File: src/rtl/core/abst_pkg.sv
// Shared types and fixed constants of the adaptive block size tuner.
`default_nettype none

package abst_pkg;

	localparam int SIZE_W = 32;
	localparam int OFF_W  = 20;
	localparam int CUR_W  = 5;
	localparam int LVL_W  = 6;
	localparam int CNT_W  = 7;
	localparam int SA_W   = 16;
	localparam int EL_W   = 7;
	localparam int PI_W   = 16;
	localparam int CFG_W  = 16;
	localparam int CFG_AW = 1;

	localparam logic [CNT_W-1:0] ERROR_LIMIT_RST    = CNT_W'(32);
	localparam logic [PI_W-1:0]  PROBE_INTERVAL_RST = PI_W'(32);

	typedef enum logic [CFG_AW-1:0] {
		REG_ERROR_LIMIT    = 1'b0,
		REG_PROBE_INTERVAL = 1'b1
	} cfg_reg_t;

	typedef enum logic {
		ST_IDLE = 1'b0,
		ST_BUSY = 1'b1
	} state_t;

	localparam logic FUNC_REPORT = 1'b0;
	localparam logic FUNC_SIZE   = 1'b1;

	// level chosen for an item and whether it touches the level memory
	typedef struct packed {
		logic [LVL_W-1:0] lvl;
		logic             hit;
		logic             rej;
	} dec_t;

	// outcome of the update step
	typedef struct packed {
		logic              wr;
		logic [CUR_W-1:0]  level;
		logic [SIZE_W-1:0] block_size;
		logic              rejected;
	} res_t;

endpackage

`default_nettype wire

File: src/rtl/core/abst_mem.sv
// Level state memory: one entry per level, synchronous read, valid bits for reset.
`default_nettype none

module abst_mem #(
	parameter int DEPTH = 9,
	parameter int WIDTH = 93,
	localparam int AW = (DEPTH > 1) ? $clog2(DEPTH) : 1
) (
	input  wire logic             clk,
	input  wire logic             arst_n,
	input  wire logic             we,
	input  wire logic [AW-1:0]    waddr,
	input  wire logic [WIDTH-1:0] wdata,
	input  wire logic             re,
	input  wire logic [AW-1:0]    raddr,
	output logic      [WIDTH-1:0] rdata
);

	logic [WIDTH-1:0] mem_q [DEPTH];
	logic [DEPTH-1:0] valid_q;
	logic [WIDTH-1:0] rdata_q;

	always_ff @(posedge clk) begin
		if (we) begin
			mem_q[waddr] <= wdata;
		end
		// an entry never written reads as the reset value
		if (re) begin
			rdata_q <= valid_q[raddr] ? mem_q[raddr] : '0;
		end
	end

	always_ff @(posedge clk or negedge arst_n) begin
		if (!arst_n) begin
			valid_q <= '0;
		end else if (we) begin
			valid_q[waddr] <= 1'b1;
		end
	end

	assign rdata = rdata_q;

endmodule

`default_nettype wire

File: src/rtl/core/abst_decode.sv
// Level selection for an incoming item, ahead of the memory read.
`default_nettype none

module abst_decode #(
	parameter int MIN_LEVEL = 12,
	parameter int MAX_LEVEL = 20
) (
	input  wire logic                       func,
	input  wire logic [abst_pkg::SIZE_W-1:0] size,
	input  wire logic [abst_pkg::OFF_W-1:0]  offset_low,
	input  wire logic [abst_pkg::CUR_W-1:0]  level_now,
	output abst_pkg::dec_t                  dec
);

	logic [31:0]                  ge;
	logic [31:0]                  first;
	logic [abst_pkg::LVL_W-1:0]   rep_lvl;
	logic                         rep_rej;
	logic [31:0]                  offx;
	logic [31:0]                  mis;
	logic [31:0]                  low;
	logic [abst_pkg::LVL_W-1:0]   low_lvl;
	logic [abst_pkg::LVL_W-1:0]   szl;
	logic [abst_pkg::LVL_W-1:0]   bsel;
	logic                         sz_hit;

	// report: 2^L >= size is monotonic in L, so the first true level is the edge
	always_comb begin
		ge      = '0;
		rep_lvl = '0;
		for (int l = 0; l < 32; l++) begin
			if (l >= MIN_LEVEL && l <= MAX_LEVEL) begin
				ge[l] = ({1'b0, size} <= (33'd1 << l));
			end
		end
		first = ge & ~{ge[30:0], 1'b0};
		for (int l = 0; l < 32; l++) begin
			if (first[l]) begin
				rep_lvl = rep_lvl | abst_pkg::LVL_W'(l);
			end
		end
		rep_rej = !ge[MAX_LEVEL];
	end

	// size: lowest level whose alignment bit is set caps the level
	always_comb begin
		offx    = {{(32 - abst_pkg::OFF_W){1'b0}}, offset_low};
		mis     = '0;
		low_lvl = '0;
		for (int l = 1; l < 32; l++) begin
			if (l >= MIN_LEVEL && l <= int'(level_now)) begin
				mis[l] = offx[l-1];
			end
		end
		low = mis & (~mis + 32'd1);
		for (int l = 0; l < 32; l++) begin
			if (low[l]) begin
				low_lvl = low_lvl | abst_pkg::LVL_W'(l);
			end
		end
		if (mis != '0) begin
			szl = low_lvl;
		end else if (int'(level_now) < MIN_LEVEL) begin
			szl = abst_pkg::LVL_W'(MIN_LEVEL);
		end else begin
			szl = {1'b0, level_now} + abst_pkg::LVL_W'(1);
		end
		bsel   = szl - abst_pkg::LVL_W'(1);
		sz_hit = (mis == '0) && (szl <= abst_pkg::LVL_W'(MAX_LEVEL)) && !offx[bsel[4:0]];
	end

	always_comb begin
		if (func == abst_pkg::FUNC_SIZE) begin
			dec.lvl = szl;
			dec.hit = sz_hit;
			dec.rej = 1'b0;
		end else begin
			dec.lvl = rep_lvl;
			dec.hit = !rep_rej;
			dec.rej = rep_rej;
		end
	end

endmodule

`default_nettype wire

File: src/rtl/core/abst_calc.sv
// Update step: modify the level entry read from memory and form the result.
`default_nettype none

module abst_calc #(
	parameter int MIN_LEVEL = 12,
	parameter int MAX_LEVEL = 20,
	parameter int WINDOW    = 64,
	localparam int POS_W = $clog2(WINDOW),
	localparam int ENT_W = WINDOW + POS_W + abst_pkg::CNT_W + abst_pkg::SA_W
) (
	input  wire logic                        func,
	input  wire logic [abst_pkg::SIZE_W-1:0] size,
	input  wire logic                        failed,
	input  wire abst_pkg::dec_t              dec,
	input  wire logic [ENT_W-1:0]            rdata,
	input  wire logic [abst_pkg::CUR_W-1:0]  level_now,
	input  wire logic [abst_pkg::EL_W-1:0]   error_limit,
	input  wire logic [abst_pkg::PI_W-1:0]   probe_interval,
	output logic      [ENT_W-1:0]            wdata,
	output abst_pkg::res_t                   res
);

	logic [WINDOW-1:0]            win;
	logic [POS_W-1:0]             pos;
	logic [abst_pkg::CNT_W-1:0]   cnt;
	logic [abst_pkg::SA_W-1:0]    sa;
	logic [WINDOW-1:0]            win_nx;
	logic [POS_W-1:0]             pos_nx;
	logic [abst_pkg::CNT_W-1:0]   cnt_nx;
	logic                         was;
	logic [abst_pkg::SA_W:0]      cnt_sa;
	logic [abst_pkg::SA_W:0]      lim_sa;
	logic [abst_pkg::SA_W-1:0]    sa_nx;
	logic                         keep;
	logic [abst_pkg::LVL_W-1:0]   use_lvl;
	logic [abst_pkg::SIZE_W-1:0]  lim;

	assign win = rdata[WINDOW-1:0];
	assign pos = rdata[WINDOW +: POS_W];
	assign cnt = rdata[WINDOW + POS_W +: abst_pkg::CNT_W];
	assign sa  = rdata[WINDOW + POS_W + abst_pkg::CNT_W +: abst_pkg::SA_W];

	// failure window: replace the oldest bit and track the count
	always_comb begin
		was         = win[pos];
		win_nx      = win;
		win_nx[pos] = failed;
		pos_nx      = (pos == POS_W'(WINDOW - 1)) ? '0 : pos + POS_W'(1);
		if (was != failed) begin
			cnt_nx = failed ? cnt + abst_pkg::CNT_W'(1) : cnt - abst_pkg::CNT_W'(1);
		end else begin
			cnt_nx = cnt;
		end
	end

	// send attempts: wrap and probe on reaching the interval
	always_comb begin
		cnt_sa = {1'b0, sa} + (abst_pkg::SA_W + 1)'(1);
		lim_sa = (probe_interval == '0) ? {1'b1, {abst_pkg::SA_W{1'b0}}}
			: {1'b0, probe_interval};
		keep   = dec.hit && (cnt_sa >= lim_sa);
		sa_nx  = keep ? '0 : cnt_sa[abst_pkg::SA_W-1:0];
	end

	always_comb begin
		use_lvl = keep ? dec.lvl : dec.lvl - abst_pkg::LVL_W'(1);
		lim     = abst_pkg::SIZE_W'(1) << use_lvl[4:0];
	end

	always_comb begin
		res.wr         = 1'b0;
		res.level      = level_now;
		res.block_size = '0;
		res.rejected   = 1'b0;
		wdata          = rdata;
		if (func == abst_pkg::FUNC_SIZE) begin
			res.wr         = dec.hit;
			res.block_size = (size > lim) ? lim : size;
			wdata          = {sa_nx, cnt, pos, win};
		end else if (dec.rej) begin
			res.rejected = 1'b1;
		end else begin
			res.wr = 1'b1;
			wdata  = {sa, cnt_nx, pos_nx, win_nx};
			priority if (dec.lvl == {1'b0, level_now}
				&& level_now > abst_pkg::CUR_W'(MIN_LEVEL)
				&& cnt_nx > error_limit) begin
				res.level = level_now - abst_pkg::CUR_W'(1);
			end else if (dec.lvl == {1'b0, level_now} + abst_pkg::LVL_W'(1)
				&& !failed
				&& level_now < abst_pkg::CUR_W'(MAX_LEVEL)
				&& cnt_nx <= error_limit) begin
				res.level = dec.lvl[abst_pkg::CUR_W-1:0];
			end else begin
				res.level = level_now;
			end
		end
	end

endmodule

`default_nettype wire

File: src/rtl/core/adaptive_block_size_tuner.sv
// Top level of the adaptive block size tuner: control, registers, memory.
//
// Usage:
//   Input channel (in_valid/in_ready) carries one beat per item: func=0
//   reports a transfer outcome (size, failed), func=1 asks for a block size
//   (size, offset_low). Every item yields exactly one result beat on the
//   output channel (out_valid/out_ready): current_level after the item,
//   block_size (zero for reports) and rejected (report size above the top
//   level; such a report changes nothing).
//   Per-level state (failure window, window position, error count, send
//   attempts) lives in one synchronous memory of MAX_LEVEL-MIN_LEVEL+1
//   entries. The accept edge reads an item's level entry; the update in the
//   busy state writes it back and loads the result register, so the block
//   takes no new item until the previous one has been written back. The
//   memory read-modify-write sets this limit. The result is valid once the update commits.
//   The result register parts the channels: a new item is taken while the
//   previous result still waits; its update then holds until that result
//   is taken, so a stalled receiver adds its stall cycles.
//   Reset (arst_n low) clears the level to START_LEVEL, both registers to
//   32 and every memory entry to zero at once through per-entry valid bits.
//   cfg_we writes error_limit (index 0) or probe_interval (index 1); the user
//   must write only while the block is idle, which the block does not enforce.
`default_nettype none

module adaptive_block_size_tuner #(
	parameter int MIN_LEVEL   = 12,
	parameter int MAX_LEVEL   = 20,
	parameter int START_LEVEL = 16,
	parameter int WINDOW      = 64
) (
	input  wire logic                         clk,
	input  wire logic                         arst_n,
	input  wire logic                         in_valid,
	output logic                              in_ready,
	input  wire logic                         func,
	input  wire logic [abst_pkg::SIZE_W-1:0]  size,
	input  wire logic                         failed,
	input  wire logic [abst_pkg::OFF_W-1:0]   offset_low,
	output logic                              out_valid,
	input  wire logic                         out_ready,
	output logic      [abst_pkg::CUR_W-1:0]   current_level,
	output logic      [abst_pkg::SIZE_W-1:0]  block_size,
	output logic                              rejected,
	input  wire logic                         cfg_we,
	input  wire logic [abst_pkg::CFG_AW-1:0]  cfg_index,
	input  wire logic [abst_pkg::CFG_W-1:0]   cfg_data
);

	localparam int DEPTH = MAX_LEVEL - MIN_LEVEL + 1;
	localparam int AW    = (DEPTH > 1) ? $clog2(DEPTH) : 1;
	localparam int POS_W = $clog2(WINDOW);
	localparam int ENT_W = WINDOW + POS_W + abst_pkg::CNT_W + abst_pkg::SA_W;

	abst_pkg::state_t               state_q, state_nx;
	logic                           accept;
	logic                           done;
	logic                           commit;

	logic [abst_pkg::CUR_W-1:0]     level_q;
	logic [abst_pkg::EL_W-1:0]      error_limit_q;
	logic [abst_pkg::PI_W-1:0]      probe_interval_q;

	abst_pkg::dec_t                 dec;
	abst_pkg::dec_t                 dec_s1;
	logic                           func_s1;
	logic [abst_pkg::SIZE_W-1:0]    size_s1;
	logic                           failed_s1;

	logic [abst_pkg::LVL_W-1:0]     rd_off;
	logic [abst_pkg::LVL_W-1:0]     wr_off;
	logic [ENT_W-1:0]               rdata;
	logic [ENT_W-1:0]               wdata;
	abst_pkg::res_t                 res;

	logic                           out_valid_q;
	logic [abst_pkg::CUR_W-1:0]     current_level_q;
	logic [abst_pkg::SIZE_W-1:0]    block_size_q;
	logic                           rejected_q;

	// sequencer: accept in idle, update in busy once the result slot is free
	always_comb begin
		unique case (state_q)
			abst_pkg::ST_IDLE: state_nx = in_valid ? abst_pkg::ST_BUSY : abst_pkg::ST_IDLE;
			abst_pkg::ST_BUSY: state_nx = done ? abst_pkg::ST_IDLE : abst_pkg::ST_BUSY;
			default:           state_nx = abst_pkg::ST_IDLE;
		endcase
	end

	always_comb begin
		done = !out_valid_q || out_ready;
		unique case (state_q)
			abst_pkg::ST_IDLE: begin
				in_ready = 1'b1;
				commit   = 1'b0;
			end
			abst_pkg::ST_BUSY: begin
				in_ready = 1'b0;
				commit   = done;
			end
			default: begin
				in_ready = 1'b0;
				commit   = 1'b0;
			end
		endcase
	end

	assign accept = in_valid && in_ready;

	always_ff @(posedge clk or negedge arst_n) begin
		if (!arst_n) begin
			state_q <= abst_pkg::ST_IDLE;
		end else begin
			state_q <= state_nx;
		end
	end

	// configuration registers
	always_ff @(posedge clk or negedge arst_n) begin
		if (!arst_n) begin
			error_limit_q    <= abst_pkg::ERROR_LIMIT_RST;
			probe_interval_q <= abst_pkg::PROBE_INTERVAL_RST;
		end else if (cfg_we) begin
			unique case (abst_pkg::cfg_reg_t'(cfg_index))
				abst_pkg::REG_ERROR_LIMIT:    error_limit_q    <= cfg_data[abst_pkg::EL_W-1:0];
				abst_pkg::REG_PROBE_INTERVAL: probe_interval_q <= cfg_data[abst_pkg::PI_W-1:0];
				default: ;
			endcase
		end
	end

	// pick the level ahead of the read so the memory address is ready at accept
	abst_decode #(
		.MIN_LEVEL (MIN_LEVEL),
		.MAX_LEVEL (MAX_LEVEL)
	) u_decode (
		.func       (func),
		.size       (size),
		.offset_low (offset_low),
		.level_now  (level_q),
		.dec        (dec)
	);

	// hold the item while its entry is read
	always_ff @(posedge clk) begin
		if (accept) begin
			func_s1   <= func;
			size_s1   <= size;
			failed_s1 <= failed;
			dec_s1    <= dec;
		end
	end

	assign rd_off = dec.lvl - abst_pkg::LVL_W'(MIN_LEVEL);
	assign wr_off = dec_s1.lvl - abst_pkg::LVL_W'(MIN_LEVEL);

	abst_mem #(
		.DEPTH (DEPTH),
		.WIDTH (ENT_W)
	) u_mem (
		.clk    (clk),
		.arst_n (arst_n),
		.we     (commit && res.wr),
		.waddr  (wr_off[AW-1:0]),
		.wdata  (wdata),
		.re     (accept && dec.hit),
		.raddr  (rd_off[AW-1:0]),
		.rdata  (rdata)
	);

	abst_calc #(
		.MIN_LEVEL (MIN_LEVEL),
		.MAX_LEVEL (MAX_LEVEL),
		.WINDOW    (WINDOW)
	) u_calc (
		.func           (func_s1),
		.size           (size_s1),
		.failed         (failed_s1),
		.dec            (dec_s1),
		.rdata          (rdata),
		.level_now      (level_q),
		.error_limit    (error_limit_q),
		.probe_interval (probe_interval_q),
		.wdata          (wdata),
		.res            (res)
	);

	// current level changes only when an update commits
	always_ff @(posedge clk or negedge arst_n) begin
		if (!arst_n) begin
			level_q <= abst_pkg::CUR_W'(START_LEVEL);
		end else if (commit) begin
			level_q <= res.level;
		end
	end

	// result register: load on commit, drop once the beat is taken
	always_ff @(posedge clk or negedge arst_n) begin
		if (!arst_n) begin
			out_valid_q <= 1'b0;
		end else if (commit) begin
			out_valid_q <= 1'b1;
		end else if (out_ready) begin
			out_valid_q <= 1'b0;
		end
	end

	always_ff @(posedge clk) begin
		if (commit) begin
			current_level_q <= res.level;
			block_size_q    <= res.block_size;
			rejected_q      <= res.rejected;
		end
	end

	assign out_valid     = out_valid_q;
	assign current_level = current_level_q;
	assign block_size    = block_size_q;
	assign rejected      = rejected_q;

endmodule

`default_nettype wire

File: config.mk
export PLATFORM = sky130hd
export DESIGN_NAME = adaptive_block_size_tuner
export DESIGN_NICKNAME = d
export VERILOG_FILES = /design/src/rtl/core/abst_pkg.sv /design/src/rtl/core/abst_mem.sv /design/src/rtl/core/abst_decode.sv /design/src/rtl/core/abst_calc.sv /design/src/rtl/core/adaptive_block_size_tuner.sv
export SDC_FILE = /design/constraint.sdc
export NUM_CORES = 1
export LEC_CHECK = 0
export CORE_ASPECT_RATIO = 0.6
export CORE_MARGIN = 1
export CORE_UTILIZATION = 30
export CTS_BUF_LIST = sky130_fd_sc_hd__clkbuf_16
export CTS_CLUSTER_SIZE = 10
export DETAILED_ROUTE_END_ITERATION = 8
export DONT_BUFFER_PORTS = 1
export PLACE_DENSITY_LB_ADDON = 0.25
export SLEW_MARGIN = 20
export SYNTH_ARGS = -nofsm -noshare
export SYNTH_HDL_FRONTEND = slang
export SYNTH_HIERARCHICAL = 1
export SYNTH_SLANG_ARGS = --single-unit
File: constraint.sdc
create_clock -name clk -period 31.7 [get_ports clk]
set_clock_uncertainty 0.2 [all_clocks]
set_input_delay 6.34 -clock clk [delete_from_list [all_inputs] [get_ports clk]]
set_output_delay 6.34 -clock clk [all_outputs]
set_load 0.02 [all_outputs]
==> impl_results.md <==
- Routed WL: roughly 120000 um
- Crit-path max FO: between 40 and 50
- Vias per cell: 5.318
- Status: finished, final reports clean
- Routed WL per cell: between 20 and 25 um
- Non-Filler Instances: roughly 4700
- # IOs: 116
- # diodes: 0
- Clock Latency Late Sink: ~0.75 ns
- Largest net degree at the start of global routing: approximately 120
- R2R depth: 22
- H-tree Lvls: 3
- Hold Crit Start: u_mem/valid_q[8]
- CTS clock-pin slew for the worst setup and hold paths: approximately 0.060 ns
- Total core area: 148000 um2
- Vias: between 20000 and 30000
- Hold_ws: about 0.26 ns
- Row cnt: between 100 and 150
- IO Port Bufs: 0
- Rel. slew slack: a little over a quarter
- Cell area after synthesis: between 40000 and 50000 um2
- Total CTS buffers: 116
- Global-route wire length before repair: roughly 170000 um
- Worst reg-to-reg setup slack: approximately 24 ns
- Multi-input gate area: around 13000 um2
- Inst Count DP: approximately 4600
- Tightest Pin Transition: roughly 1.1 ns
- Cell variety after synth: 97
- Final instance area: 50690 um2
- Crit Reg-Reg Endpoint: block_size[26]
- Cts hold-fix bufs: 0
- Routed Antenna Nets: 0
- Fillers: between 10000 and 15000
- Yosys warns: 6
- FF/Latch Area: around 31000 um2
- Leak: 0.01614 uW
- Detail Placement HPWL: between 60000 and 70000 um
- Simple-gate area share of the yosys netlist: between 5 and 6%
- Fmax: between 0.08 and 0.09 GHz
- Seq/Total Area, Yosys: between 60% and 70%
- Root buffer cell: clkbuf_16
- Slew Limit Fails: 0
- Initial antenna violation count: 4
- Crit path largest cell delay: approximately 0.86 ns
- Total die area: about 150000 um2
- Peak VDD IR: approximately 0.046 mV
- Clk buf depth: 3
- Worst Hold Class: flop to flop
- Leading register cell type out of synthesis: edfxtp_1
- CTS resizes: 0
- Area share of fa/ha/maj cells after synthesis: under 10%
- Vias in the first global route: between 20000 and 30000
- Largest family of logic cells by synthesized area: multiplexers
- Post-synth EDFFs: 1010
- Final hold violation count: 0
- RSZ-0062 raised after global routing: no
- Fraction of layout cells with a size suffix above 1: between 10% and 20%
- Die height: 301.7 um
- P per Cell Area: approximately 68 nW/um2
- CP most frequent cell: buf_4
- CP Buf/Inv Count: 4
- Tcrit/Tclk final: 38.16%
- Gpl congestion: about 0.82
- Initial Util: 30.36%
- Nets: ~2800
- CP Capture Type: flop
- Syn nets: approximately 2800
- Global route overflow: 0
- Postcts setup bufs: 0
- Area grow syn2layout: 12.84%
- TritonCTS clock tree: built
- Sink Count: ~1000
- Data required, critical path: ~32 ns
- CP top delay family: buffers and inverters
- Mux contribution to synthesized area: about an eighth
- Critical-path top delay cell: buf_4
- Worst Hold Depth: 1
- Setup TNS: 0 ns
- Crit Path Class: input pin to flop
- CP Cell Sequence: nor4_2 -> nand3_1 -> or2_2 -> or3_1 -> nor2_1 -> o21ai_0 -> o21ai_0 -> nor2_1 -> a21oi_4 -> buf_4 -> buf_4 -> buf_4 -> buf_4 -> mux4_2 -> a22oi_1 -> a211oi_1
- Post-synthesis cell count: between 2000 and 3000
- DRT iter0 DRCs: 2426
- Cell Area, Placed: ~47000 um2
- Final Critical Period: ~12 ns
- WP data arrival: roughly 12 ns
- Die X: between 500 and 600 um
- Worst setup SP type: input pin
- Gr usage total: between 10% and 20%
- Hold Path End: u_mem/valid_q[8]
- Worst r2r src: u_mem/rdata[77]
- Total power: roughly 3400 uW
- Detailed-router iteration count before antenna repair: 8
- Yosys reg bits: ~1000
- Remaining DRCs: 0
- Compound-gate portion of the synthesized area: around 8%
- Max cap viols: 0
- Final Setup Violations: 0
- Post-synthesis xor/xnor area fraction: less than 1%
- Syn avg cell area: 16.82 um2
- FFs w/ async S/R, synth: 3.718%
==> placed cells by master, fill, tap and decap left out, types with 23 or more instances in the layout <==
master     synthesis  final
a21oi_1           45     43
nor2_1            50     40
ha_1              71     71
a22o_1            36     36
nor4_1            26     23
edfxtp_1        1010   1010
buf_4             19     47
nand3_1           32     32
a22oi_1          103    103
clkbuf_16          0    116
a211oi_1          97     97
inv_1             52     78
nand2_1          306    306
mux4_2           201    201
o21ai_0           96     89
mux2_2            36     36
dfrtp_1           36     36
==> final cells by class <==
type,instances,share of cell area [%]
Clock inverter,41,0.6664
Sequential cell,1049,61.76
Tap cell,1998,4.932
Timing Repair Buffer,56,1.066
Clock buffer,116,5.726
Multi-Input combinational cell,1421,25.45
Inverter,54,0.3999
==> synthesized netlist by cell type, types with 7 or more instances <==
master	n	area share, %
mux2_4	17	0.57
clkbuf_1	67	0.56
o21ai_0	96	1.1
dfrtp_1	36	2.0
xnor2_1	22	0.43
a211oi_1	97	1.6
buf_4	19	0.32
a22oi_1	103	1.7
nand3b_1	7	0.12
nand2_1	306	2.6
and3_1	19	0.26
nand2b_1	10	0.14
nor2b_1	11	0.15
a22o_1	36	0.70
nand3_1	32	0.36
a21o_1	10	0.17
buf_2	51	0.57
edfxtp_1	1010	68
nor3_1	24	0.27
xor2_1	17	0.33
mux4_2	201	10
or2_2	15	0.21
mux2_2	36	0.90
nor4_1	26	0.36
nor2_1	50	0.42
a211o_1	8	0.16
inv_1	52	0.43
a31oi_1	9	0.13
a21oi_1	45	0.50
ha_1	71	2.0
nand4_1	17	0.24
==> report_power, final <==
group          leakage (uW)  total (uW)  internal [uW]  switching, uW
clock network       0.00168        1200            661            540
logic               0.00483         619            234            384
registers           0.00963        1620           1580           39.1
==> cell families (layout without fill, tap and decap cells) <==
kind of cell / after synthesis / count (layout)
DFF: 1049 / 1049
muxes: 262 / 262
buffers and inverters: 201 / 267
and+or+nand+nor: 555 / 555
adders and majority gates: 73 / 73
xor gates and xnor gates: 39 / 39
AOI/OAI and AO/OA: 492 / 492
==> worst max path at each step <==
stage,end,slack [ns],from,cells after the start
6_report,u_mem/rdata[62],19.60,size[11],16
5_1_grt,u_mem/rdata[62],18.93,size[11],16
4_1_cts,u_mem/rdata[62],18.97,size[11],16
3_5_place_dp,u_mem/rdata[62],18.17,size[11],16
3_3_place_gp,u_mem/rdata[48],18.19,size[11],16
2_1_floorplan,u_mem/valid_q[8],15.05,out_ready,5
==> through the flow <==
stage / utilization [%] / setup slack (ns)
after global placement: 32.03 / 18.19
after global routing: 34.26 / 18.93
after detailed placement: 32.05 / 18.17
after CTS: 34.24 / 18.97
final: 34.26 / 19.60
after floorplan: - / 15.05
==> state kept, by name, indices dropped and copies added, names as in the netlist <==
signal and count:
current_level 5, probe_interval_q 16, u_mem/rdata 93, block_size 32, error_limit_q 7, out_valid 1
func_s1 1, rejected 1, failed_s1 1, state_q 1, u_mem/mem_q 837, dec_s1 8
size_s1 32, u_mem/valid_q 9, level_q 5
==> routing by layer <==
layer	share of wire, %	track usage (%)	routed length, um	vias up
li1	-	-	-	10790
met1	47	22.70	55460	13270
met2	44	23.50	52360	959
met3	6.6	2.704	7750	157
met4	1.9	4.027	2190	2
met5	0.010	0	12	-
(Power assumes the default switching activity.)
